$ cat src/rtl/bvbo_pkg.sv
`timescale 1ns / 1ps
package bvbo_pkg;

   localparam int COUNT_WIDTH_DEFAULT = 20;
   localparam int INDEX_WIDTH         = 18;
   localparam int OFFSET_WIDTH        = 3;
   localparam int CSR_INDEX_WIDTH     = 3;
   localparam logic [7:0] BYTE_ONES   = 8'hFF;

   // result queue depth, kept a power of two
   localparam int FIFO_DEPTH = 4;

   typedef enum logic [3:0] {
      OP_CLR, OP_SET, OP_FIRST, OP_SECOND, OP_C1, OP_C2, OP_AND, OP_IOR,
      OP_XOR, OP_EQV, OP_NAND, OP_NOR, OP_ANDC1, OP_ANDC2, OP_ORC1, OP_ORC2
   } op_type;

   typedef enum logic [CSR_INDEX_WIDTH-1:0] {
      CSR_OP_CODE, CSR_FIRST_OFFSET, CSR_SECOND_OFFSET, CSR_DEST_OFFSET,
      CSR_BIT_COUNT
   } csr_index_type;

   typedef struct packed {
      logic [7:0] first_byte;
      logic [7:0] second_byte;
      logic [7:0] old_dest_byte;
      logic       last_item;
   } req_item_type;

   typedef struct packed {
      logic [7:0]             result_byte;
      logic [INDEX_WIDTH-1:0] dest_index;
      logic                   last_result;
   } rsp_item_type;

   // static settings seen by the datapath
   typedef struct packed {
      op_type                  op_code;
      logic [OFFSET_WIDTH-1:0] first_offset;
      logic [OFFSET_WIDTH-1:0] second_offset;
      logic [OFFSET_WIDTH-1:0] dest_offset;
   } cfg_type;

   // zero, one or two results produced in one cycle, in order
   typedef struct packed {
      logic [1:0]   count;
      rsp_item_type first;
      rsp_item_type second;
   } push_type;

   function automatic logic [7:0] combine(input op_type op, input logic [7:0] a,
                                          input logic [7:0] b);
      logic [7:0] v;
      case (op)
         OP_CLR:    v = 8'h00;
         OP_SET:    v = BYTE_ONES;
         OP_FIRST:  v = a;
         OP_SECOND: v = b;
         OP_C1:     v = ~a;
         OP_C2:     v = ~b;
         OP_AND:    v = a & b;
         OP_IOR:    v = a | b;
         OP_XOR:    v = a ^ b;
         OP_EQV:    v = ~(a ^ b);
         OP_NAND:   v = ~(a & b);
         OP_NOR:    v = ~(a | b);
         OP_ANDC1:  v = ~a & b;
         OP_ANDC2:  v = a & ~b;
         OP_ORC1:   v = ~a | b;
         OP_ORC2:   v = a | ~b;
         default:   v = 8'h00;
      endcase
      return v;
   endfunction

   // byte starting at bit o of the pair hi:lo, MSB first
   function automatic logic [7:0] align(input logic [7:0] hi, input logic [7:0] lo,
                                        input logic [OFFSET_WIDTH-1:0] o);
      logic [15:0] pair;
      pair = {hi, lo} << o;
      return pair[15:8];
   endfunction

   // move a realigned byte back out to the destination offset
   function automatic logic [7:0] place_bits(input logic [7:0] cur,
                                             input logic [7:0] prior,
                                             input logic [OFFSET_WIDTH-1:0] ro);
      logic [15:0] pair;
      pair = {prior, cur} >> ro;
      return pair[7:0];
   endfunction

endpackage

$ cat src/rtl/bvbo_fifo.sv
`timescale 1ns / 1ps
module bvbo_fifo (
   input  logic                   clock,
   input  logic                   reset,
   input  bvbo_pkg::push_type     push,
   output logic                   room,
   output logic                   rsp_valid,
   input  logic                   rsp_stall,
   output bvbo_pkg::rsp_item_type rsp_item
);
   import bvbo_pkg::*;

   localparam int PTR_WIDTH   = $clog2(FIFO_DEPTH);
   localparam int COUNT_WIDTH = $clog2(FIFO_DEPTH + 1);

   rsp_item_type           entry_ff [FIFO_DEPTH];
   logic [PTR_WIDTH-1:0]   wr_ptr_ff, wr_ptr_in;
   logic [PTR_WIDTH-1:0]   rd_ptr_ff, rd_ptr_in;
   logic [COUNT_WIDTH-1:0] count_ff, count_in;
   logic                   pop;

   // room for a full pair of results
   assign room      = (count_ff <= COUNT_WIDTH'(FIFO_DEPTH - 2));
   assign rsp_valid = (count_ff != '0);
   assign rsp_item  = entry_ff[rd_ptr_ff];
   assign pop       = rsp_valid && !rsp_stall;

   always_comb begin
      wr_ptr_in = wr_ptr_ff + PTR_WIDTH'(push.count);
      rd_ptr_in = rd_ptr_ff + PTR_WIDTH'(pop);
      count_in  = count_ff + COUNT_WIDTH'(push.count) - COUNT_WIDTH'(pop);
   end

   always_ff @(posedge clock) begin
      if (reset) begin
         wr_ptr_ff <= '0;
         rd_ptr_ff <= '0;
         count_ff  <= '0;
      end else begin
         wr_ptr_ff <= wr_ptr_in;
         rd_ptr_ff <= rd_ptr_in;
         count_ff  <= count_in;
      end
   end

   // storage, up to two writes per cycle
   always_ff @(posedge clock) begin
      if (push.count != 2'd0) begin
         entry_ff[wr_ptr_ff] <= push.first;
      end
      if (push.count == 2'd2) begin
         entry_ff[wr_ptr_ff + PTR_WIDTH'(1)] <= push.second;
      end
   end

endmodule

$ cat src/rtl/bvbo_core.sv
`timescale 1ns / 1ps
module bvbo_core #(
   parameter int COUNT_WIDTH = bvbo_pkg::COUNT_WIDTH_DEFAULT
) (
   input  logic                   clock,
   input  logic                   reset,
   input  logic                   advance,
   input  bvbo_pkg::req_item_type item,
   input  bvbo_pkg::cfg_type      cfg,
   input  logic [COUNT_WIDTH:0]   end_pos,
   output bvbo_pkg::push_type     push
);
   import bvbo_pkg::*;

   localparam int EW = COUNT_WIDTH + 1;
   localparam int HW = EW - 3;
   localparam int CW = (HW > INDEX_WIDTH) ? HW : INDEX_WIDTH;

   logic [7:0]             prev_first_ff, prev_second_ff, prev_dest_ff, prev_logical_ff;
   logic [INDEX_WIDTH-1:0] byte_counter_ff;

   logic [INDEX_WIDTH-1:0] k_prev;
   logic                   fresh;
   logic [7:0]             lprev, lcur, mask0, mask1;
   rsp_item_type           res0, res1;

   // run mask of destination byte m: end_pos is dest_offset + bit_count
   function automatic logic [7:0] run_mask(input logic [INDEX_WIDTH-1:0] m,
                                           input logic [EW-1:0] endp,
                                           input logic [OFFSET_WIDTH-1:0] doff);
      logic [CW-1:0] end_hi;
      logic [CW-1:0] m_ext;
      logic [3:0]    s;
      logic [3:0]    e;
      end_hi = CW'(endp[EW-1:3]);
      m_ext  = CW'(m);
      s = (m == '0) ? {1'b0, doff} : 4'd0;
      if (end_hi > m_ext) begin
         e = 4'd8;
      end else if (end_hi == m_ext) begin
         e = {1'b0, endp[2:0]};
      end else begin
         e = 4'd0;
      end
      return (BYTE_ONES >> s) & ~(BYTE_ONES >> e);
   endfunction

   // combine, realign and merge for the finished byte and the flushed byte
   always_comb begin
      fresh  = (byte_counter_ff == '0);
      k_prev = byte_counter_ff - INDEX_WIDTH'(1);
      lprev  = fresh ? 8'h00
             : combine(cfg.op_code,
                       align(prev_first_ff, item.first_byte, cfg.first_offset),
                       align(prev_second_ff, item.second_byte, cfg.second_offset));
      lcur   = combine(cfg.op_code,
                       align(item.first_byte, 8'h00, cfg.first_offset),
                       align(item.second_byte, 8'h00, cfg.second_offset));
      mask0  = run_mask(k_prev, end_pos, cfg.dest_offset);
      mask1  = run_mask(byte_counter_ff, end_pos, cfg.dest_offset);

      res0.result_byte = (place_bits(lprev, prev_logical_ff, cfg.dest_offset) & mask0)
                       | (prev_dest_ff & ~mask0);
      res0.dest_index  = k_prev;
      res0.last_result = 1'b0;

      res1.result_byte = (place_bits(lcur, lprev, cfg.dest_offset) & mask1)
                       | (item.old_dest_byte & ~mask1);
      res1.dest_index  = byte_counter_ff;
      res1.last_result = 1'b1;

      push.count  = advance ? ({1'b0, !fresh} + {1'b0, item.last_item}) : 2'd0;
      push.first  = fresh ? res1 : res0;
      push.second = res1;
   end

   // stream state, back to zero after a last item
   always_ff @(posedge clock) begin
      if (reset) begin
         prev_first_ff   <= '0;
         prev_second_ff  <= '0;
         prev_dest_ff    <= '0;
         prev_logical_ff <= '0;
         byte_counter_ff <= '0;
      end else if (advance) begin
         if (item.last_item) begin
            prev_first_ff   <= '0;
            prev_second_ff  <= '0;
            prev_dest_ff    <= '0;
            prev_logical_ff <= '0;
            byte_counter_ff <= '0;
         end else begin
            prev_first_ff   <= item.first_byte;
            prev_second_ff  <= item.second_byte;
            prev_dest_ff    <= item.old_dest_byte;
            prev_logical_ff <= lprev;
            byte_counter_ff <= byte_counter_ff + INDEX_WIDTH'(1);
         end
      end
   end

endmodule

$ cat src/rtl/bit_vector_boolean_op.sv
// A result passes through the input register and the result queue before it can be taken.
// Throughput: one item per cycle; each item gives one result, except the first
// of a stream (none) and a last item (two); the input stalls only when the
// four-entry result queue cannot take a pair, which needs a stalling receiver.
// Reset clears the stream state and the result queue, and sets op_code to and,
// all offsets and bit_count to zero.
`timescale 1ns / 1ps
module bit_vector_boolean_op #(
   parameter int COUNT_WIDTH = bvbo_pkg::COUNT_WIDTH_DEFAULT
) (
   input  logic                                    clock,
   input  logic                                    reset,
   input  logic                                    req_valid,
   output logic                                    req_stall,
   input  bvbo_pkg::req_item_type                  req_item,
   output logic                                    rsp_valid,
   input  logic                                    rsp_stall,
   output bvbo_pkg::rsp_item_type                  rsp_item,
   input  logic                                    csr_we,
   input  logic [bvbo_pkg::CSR_INDEX_WIDTH-1:0]    csr_index,
   input  logic [COUNT_WIDTH-1:0]                  csr_wdata
);
   import bvbo_pkg::*;

   cfg_type              cfg_ff;
   logic [COUNT_WIDTH-1:0] bit_count_ff;
   logic [COUNT_WIDTH:0]   end_pos_ff;

   req_item_type         item_ff;
   logic                 item_valid_ff;
   logic                 room, advance, accept;
   push_type             push;

   // configuration registers
   always_ff @(posedge clock) begin
      if (reset) begin
         cfg_ff.op_code       <= OP_AND;
         cfg_ff.first_offset  <= '0;
         cfg_ff.second_offset <= '0;
         cfg_ff.dest_offset   <= '0;
         bit_count_ff         <= '0;
         end_pos_ff           <= '0;
      end else begin
         end_pos_ff <= (COUNT_WIDTH + 1)'(cfg_ff.dest_offset)
                     + (COUNT_WIDTH + 1)'(bit_count_ff);
         if (csr_we) begin
            case (csr_index)
               CSR_OP_CODE:       cfg_ff.op_code       <= op_type'(csr_wdata[3:0]);
               CSR_FIRST_OFFSET:  cfg_ff.first_offset  <= csr_wdata[OFFSET_WIDTH-1:0];
               CSR_SECOND_OFFSET: cfg_ff.second_offset <= csr_wdata[OFFSET_WIDTH-1:0];
               CSR_DEST_OFFSET:   cfg_ff.dest_offset   <= csr_wdata[OFFSET_WIDTH-1:0];
               CSR_BIT_COUNT:     bit_count_ff         <= csr_wdata;
               default:           ;
            endcase
         end
      end
   end

   // input register: moves on whenever the queue can take a pair
   assign advance   = item_valid_ff && room;
   assign req_stall = item_valid_ff && !room;
   assign accept    = req_valid && !req_stall;

   always_ff @(posedge clock) begin
      if (reset) begin
         item_valid_ff <= 1'b0;
      end else if (accept) begin
         item_valid_ff <= 1'b1;
      end else if (advance) begin
         item_valid_ff <= 1'b0;
      end
   end

   always_ff @(posedge clock) begin
      if (accept) begin
         item_ff <= req_item;
      end
   end

   bvbo_core #(
      .COUNT_WIDTH(COUNT_WIDTH)
   ) u_core (
      .clock   (clock),
      .reset   (reset),
      .advance (advance),
      .item    (item_ff),
      .cfg     (cfg_ff),
      .end_pos (end_pos_ff),
      .push    (push)
   );

   bvbo_fifo u_fifo (
      .clock     (clock),
      .reset     (reset),
      .push      (push),
      .room      (room),
      .rsp_valid (rsp_valid),
      .rsp_stall (rsp_stall),
      .rsp_item  (rsp_item)
   );

endmodule

$ cat config.mk
export PLATFORM = sky130hd
export DESIGN_NAME = bit_vector_boolean_op
export DESIGN_NICKNAME = d
export VERILOG_FILES = /design/src/rtl/bvbo_pkg.sv /design/src/rtl/bvbo_fifo.sv /design/src/rtl/bvbo_core.sv /design/src/rtl/bit_vector_boolean_op.sv
export SDC_FILE = /design/constraint.sdc
export NUM_CORES = 1
export LEC_CHECK = 0
export BUFFER_PORTS_ARGS = -buffer_cell sky130_fd_sc_hd__buf_2
export CAP_MARGIN = 20
export CORE_ASPECT_RATIO = 0.9
export CORE_MARGIN = 1.5
export CORE_UTILIZATION = 60
export DETAILED_ROUTE_END_ITERATION = 16
export HOLD_SLACK_MARGIN = 0.15
export PLACE_DENSITY = 0.82
export RECOVER_POWER = 25
export REMOVE_ABC_BUFFERS = 1
export SYNTH_ARGS = -nofsm -noshare
export SYNTH_HDL_FRONTEND = slang
export SYNTH_SLANG_ARGS = --single-unit
$ cat constraint.sdc
create_clock -name clock -period 5.75 [get_ports clock]
set_input_delay 1.15 -clock clock [delete_from_list [all_inputs] [get_ports clock]]
set_output_delay 1.15 -clock clock [all_outputs]
set_load 0.005 [all_outputs]
# Word level (Yosys, flattened, before mapping)

Memories as Yosys holds them, arrays and structs flattened. A register that Yosys moved wholly into a read port is not among the register bits.
Index checks and enable logic that the tools add are counted.

Add/sub/neg operators: 9
$lt $le $gt $ge: 3
Equal/unequal tests: 22
Shifts and indexed selects: 10
Mux-type cells: 23
Bitwise logic cells: 36
Reduce and logical (&&, ||, !) cells: 20

Operators by type and width:

| operator              | count |
|---|---|
| $pmux 8 s16           | 2 |
| $not 8->8             | 14 |
| $and 8x8->8           | 12 |
| $or 8x8->8            | 8 |
| $shl 16x3->16         | 4 |
| $mux 8                | 5 |
| $eq 18x18->1          | 2 |
| $gt 18x18->1          | 2 |
| $logic_not 18->1      | 2 |
| $eq 4x4->1 const B    | 8 |
| $shr 16x3->8          | 2 |
| $shr 8x4->8 const A   | 4 |
| $mux 27               | 1 |
| $add 3x20->21         | 1 |
| $add 18x1->18 const B | 1 |
| $mux 18               | 1 |
| $sub 18x1->18 const B | 1 |
| $eq 4x3->1 const B    | 4 |
| $xor 8x8->8           | 2 |
| $mux 3                | 4 |
| $reduce_and 2->1      | 5 |
| $eq 4x2->1 const B    | 2 |
| $mux 4                | 2 |
| $eq 3x2->1 const B    | 2 |
| 19 further kinds      | 32 |

Register bits: 137
Memory bits (writable): 108
Output and inout port bits: 29
Memories kept: 1

Memory list:

| name            | depth | bits a word | rd ports | clocked after memory_dff | write ports | RTL line        | RTL |
|---|---|---|---|---|---|---|---|
| u_fifo.entry_ff | 4     | 27          | 1        | 1                        | 2           | bvbo_fifo.sv:16 | `rsp_item_type entry_ff [FIFO_DEPTH];` |

# Depth between registers and ports, before layout

Depth after elaboration: 11
Gate-level depth with buffers: 18
Mapped depth without buffers: 16

# Cells and area by module

Synthesis repeated with hierarchy kept, for this count alone.

Cells, all modules: 1,779
Area total of the unflattened synthesis: 17,875.9 µm²

By module, submodules not included:

| module                | times used | cells each | area an instance (µm²) |
|---|---|---|---|
| bvbo_core             | 1          | 1,198      | 9,183.8 |
| bvbo_fifo             | 1          | 310        | 5,699.2 |
| bit_vector_boolean_op | 1          | 271        | 2,992.9 |

# Worst setup path after synthesis

Ideal clock, no wire load.

Path kind: flip-flop to flip-flop
From: register u_core.byte_counter_ff[0]
To: memory u_fifo.entry_ff[2][23] (netlist bit), data pin
Setup time: 0.163 ns
Arrival: 3.898 ns
Data required time: 5.587 ns
Path slack: 1.689 ns
Cell stages (with the launch flop): 18
Buffers on the path: 2
Cell sequence: dfxtp_1 clkbuf_1 inv_1 ha_1 nand2b_1 clkbuf_1 nor4_2 xnor2_1 ha_1 and2_1 a221o_1 a221o_1 nand2b_1 o21ai_0 a211oi_1 o21ai_1 o311ai_1 o221ai_1

RTL lines:

| item                   | RTL line        | RTL |
|---|---|---|
| from (decl)            | bvbo_core.sv:20 | `logic [INDEX_WIDTH-1:0] byte_counter_ff;` |
| from (signal assigned) | bvbo_core.sv:97 | `byte_counter_ff <= byte_counter_ff + INDEX_WIDTH'(1);` |
| to (decl)              | bvbo_fifo.sv:16 |  |

==> summary.md <==
| Metric | Value |
|---|---|
| Hold Vio Cnt, Final | `0` |
| Die extent in y | `166 um` |
| R2R Path End | `u_fifo.entry_ff[1][23]` |
| Die ar. | `30500 um^2` |
| GPL Wtd Cong | `0.962` |
| Met1 WL | `22400 um` |
| IO Port Bufs | `81` |
| GRT Util Overall | `0.337` |
| Max Freq | `0.197 GHz` |
| WP data arrival | `5330 ps` |
| Synth cell types | `103` |
| Total CTS buffers | `25` |
| Worst setup path end | `u_fifo.entry_ff[1][23]` |
| Placement Cell Area | `18200 um^2` |
| Post-route clock period utilization | `0.885` |
| Violations in the final reports | `max-capacitance violations, max-slew violations` |
| Highest Signal Layer | `met4` |
| Tot Pwr | `4.65 mW` |
| Worst reg2reg startpoint | `u_core.byte_counter_ff[0]` |
| Vias | `15413` |
| Fillers | `2327` |
| Critical Path RT | `5990 ps` |
| Mapped Cells | `1878` |
| CP max-delay cell | `nor3_1` |
| Post-synth EDFFs | `129` |
| CTS tree | `done` |
| Synthesized flop and latch total | `244` |
| Core footprint | `28900 um^2` |
| Clock skew | `15.3 ps` |
| DRC viols | `0` |
| H-tree lvl count | `1` |
| Post-route cell area | `19000 um^2` |
| Worst min path class | `flip-flop to flip-flop` |
| First-pass GRT wire length | `80600 um` |
| Final setup fails | `0` |
| Hold WS | `444 ps` |
| Outcome | `finished with violations` |
| Final setup TNS | `0 ps` |
| DR WL met3 | `7200 um` |
| CP max FO | `14` |
| Lkg Pwr | `7.13 nW` |
| Clk sinks | `244` |
| Most common flop cell mapped by yosys | `edfxtp_1` |
| Hold_buf cts | `0` |
| Slowest stage delay, CP | `940 ps` |
| Final core occ | `0.655` |
| RSZ-0062 raised after global routing | `false` |
| Post-Syn Area per Cell | `9.42 um^2` |
| Number of core rows | `59` |
| Fin crit period | `5090 ps` |
| Largest net degree at the start of global routing | `78` |
| Slew margin rel. | `-1.30` |
| Wirelength per Cell | `22.6 um` |
| Hpwl dp | `38000 um` |
| I/O pins | `82` |
| Crit path launch | `u_core.byte_counter_ff[0]` |
| Vias in the first global route | `14207` |
| CTS resizes | `0` |
| Critical Path Source Type | `flip-flop` |
| Post-Syn Area | `17700 um^2` |
| Initial Util | `0.611` |
| Initial antenna violation count | `0` |
| Post-synthesis async set-or-reset flop share | `0` |
| Sequential fraction of the synthesis area | `0.349` |
| Crit path capture type | `flip-flop` |
| Ant diodes | `0` |
| Wire length on met2 | `21100 um` |
| Avg Vias per Cell | `6.71` |
| Clock root buffer | `clkbuf_16` |
| Routed Antenna Nets | `0` |
| Layout Nets | `2053` |
| Least-Margin Pin Slew | `3450 ps` |
| Critical Path, Cell by Cell | `nor3_1, nand3_1, nor3_1, buf_4, nand3_1, xnor2_1, ha_1, and4_1, nand4_1, or3_1, nand2b_1, o21ai_0, o311ai_1, o22ai_1` |
| Clk_lat worst skew | `540 ps` |
| Max-Cap Viols | `1` |
| Area grow syn2layout | `7.24%` |
| YS warnings | `0` |
| Worst r2r path cells | `14` |
| DR iter-0 viols | `2138` |
| Routed wire length | `51900 um` |
| Clock tree buffer depth | `3` |
| Kind of critical path | `flip-flop to flip-flop` |
| Layout cells sized above 1 | `0.140` |
| Reg clk slew, reported paths | `70 ps` |
| Chip width | `184 um` |
| Number of max-slew violations in the final report | `78` |
| Peak supply drop | `255 uV` |
| Setup repair bufs after CTS | `0` |
| Drt pass-1 iters | `8` |
| Pwr/cell area | `245 nW/um^2` |
| Remaining Overflow, GRT | `0` |
| R2r setup slk | `660 ps` |
[sequential cells by signal (all words and copies together) (netlist names), 13 cells and up]
name	count
bit_count_ff	20
cfg_ff	13
end_pos_ff	21
item_ff	25
u_core.byte_counter_ff	18
u_fifo.entry_ff	108
[per-layer routing]
| metal | vias to the layer above | global-route usage |
|---|---|---|
| met3 | 126 | 0.0842 |
| met2 | 1065 | 0.461 |
| met4 | 0 | 0.0905 |
| met1 | 7261 | 0.524 |
| met5 | - | 0 |
| li1 | 6961 | - |
[critical path, delay by kind of cell, from the launching register on]
| family | cells | cell delay (ps) |
|---|---|---|
| compound gates | 3 | 1090 |
| xor+xnor | 1 | 200 |
| fa+ha+maj | 1 | 310 |
| buf+inv | 1 | 190 |
| flops | 1 | 510 |
| simple gates | 8 | 2480 |
[worst min-delay path by stage]
stage	start	end	slack (ps)	depth (start not counted)
6_report	u_fifo.entry_ff[0][0]	u_fifo.entry_ff[0][0]	440	2
5_1_grt	bit_count_ff[2]	bit_count_ff[2]	480	2
4_1_cts	u_fifo.entry_ff[0][0]	u_fifo.entry_ff[0][0]	440	2
3_5_place_dp	u_fifo.entry_ff[0][0]	u_fifo.entry_ff[0][0]	440	2
3_3_place_gp	u_fifo.entry_ff[3][0]	u_fifo.entry_ff[3][0]	430	2
2_1_floorplan	u_fifo.entry_ff[3][0]	u_fifo.entry_ff[3][0]	420	2
[where the power goes]
| part | switching [mW] | internal, mW |
|---|---|---|
| clock network | 0.678 | 0.795 |
| logic | 0.663 | 0.498 |
| registers | 0.0996 | 1.92 |
| total | 1.44 | 3.22 |
[synth_stat cells (22+ instances only)]
cell type / n / area share
a21oi_1: 101 / 0.029
a22o_1: 29 / 0.014
and2_1: 22 / 0.0078
buf_2: 32 / 0.0091
clkbuf_1: 85 / 0.018
dfxtp_1: 115 / 0.13
edfxtp_1: 129 / 0.22
ha_1: 113 / 0.080
inv_1: 75 / 0.016
mux2i_1: 78 / 0.044
mux4_2: 53 / 0.067
nand2_1: 174 / 0.037
nand2b_1: 40 / 0.014
nand3_1: 47 / 0.013
nand3b_1: 27 / 0.011
nor2_1: 150 / 0.032
nor2b_1: 38 / 0.013
nor3_1: 26 / 0.0074
o21ai_0: 92 / 0.026
o22ai_1: 39 / 0.014
xnor2_1: 36 / 0.018
[layout by cell type, fill, tap and decap left out, types with 22 or more instances in the layout]
cell type	Yosys	final
a21oi_1	101	101
a22o_1	29	29
and2_1	22	22
buf_2	32	79
buf_4	5	34
clkbuf_16	0	25
dfxtp_1	115	111
edfxtp_1	129	129
ha_1	113	113
inv_1	75	75
mux2i_1	78	78
mux4_2	53	53
nand2_1	174	174
nand2b_1	40	40
nand3_1	47	47
nand3b_1	27	27
nor2_1	150	150
nor2b_1	38	38
nor3_1	26	24
o21ai_0	92	92
o22ai_1	39	39
xnor2_1	36	36
[metrics by stage]
step                setup slack, ps  std cells
global route                    444       2297
global placement               1050       2252
detailed placement              883       2252
floorplan                      1300       1740
finish                          662       2297
CTS                             867       2295
[layout make-up]
type,instances,area (um^2),share of cell area
well taps,396,495,0.0261
clock buffers,31,648,0.0342
multi-input cells,1413,10600,0.558
clock inverters,12,58.8,0.00310
inverters,83,312,0.0164
flip-flops and latches,244,6180,0.326
repair buffers,118,686,0.0362
[kinds of logic (layout without fill, tap and decap cells)]
logic type               after synthesis  after routing  synth area share
AND/OR/NAND/NOR                      656            656             0.195
multiplexers                         143            143             0.122
buffers and inverters                221            244            0.0532
adder cells (fa/ha/maj)              115            115            0.0822
XOR/XNOR                              52             52            0.0258
flip-flops                           244            244             0.349
AO/OA/AOI/OAI                        447            447             0.173
(Power assumes the default switching activity.)
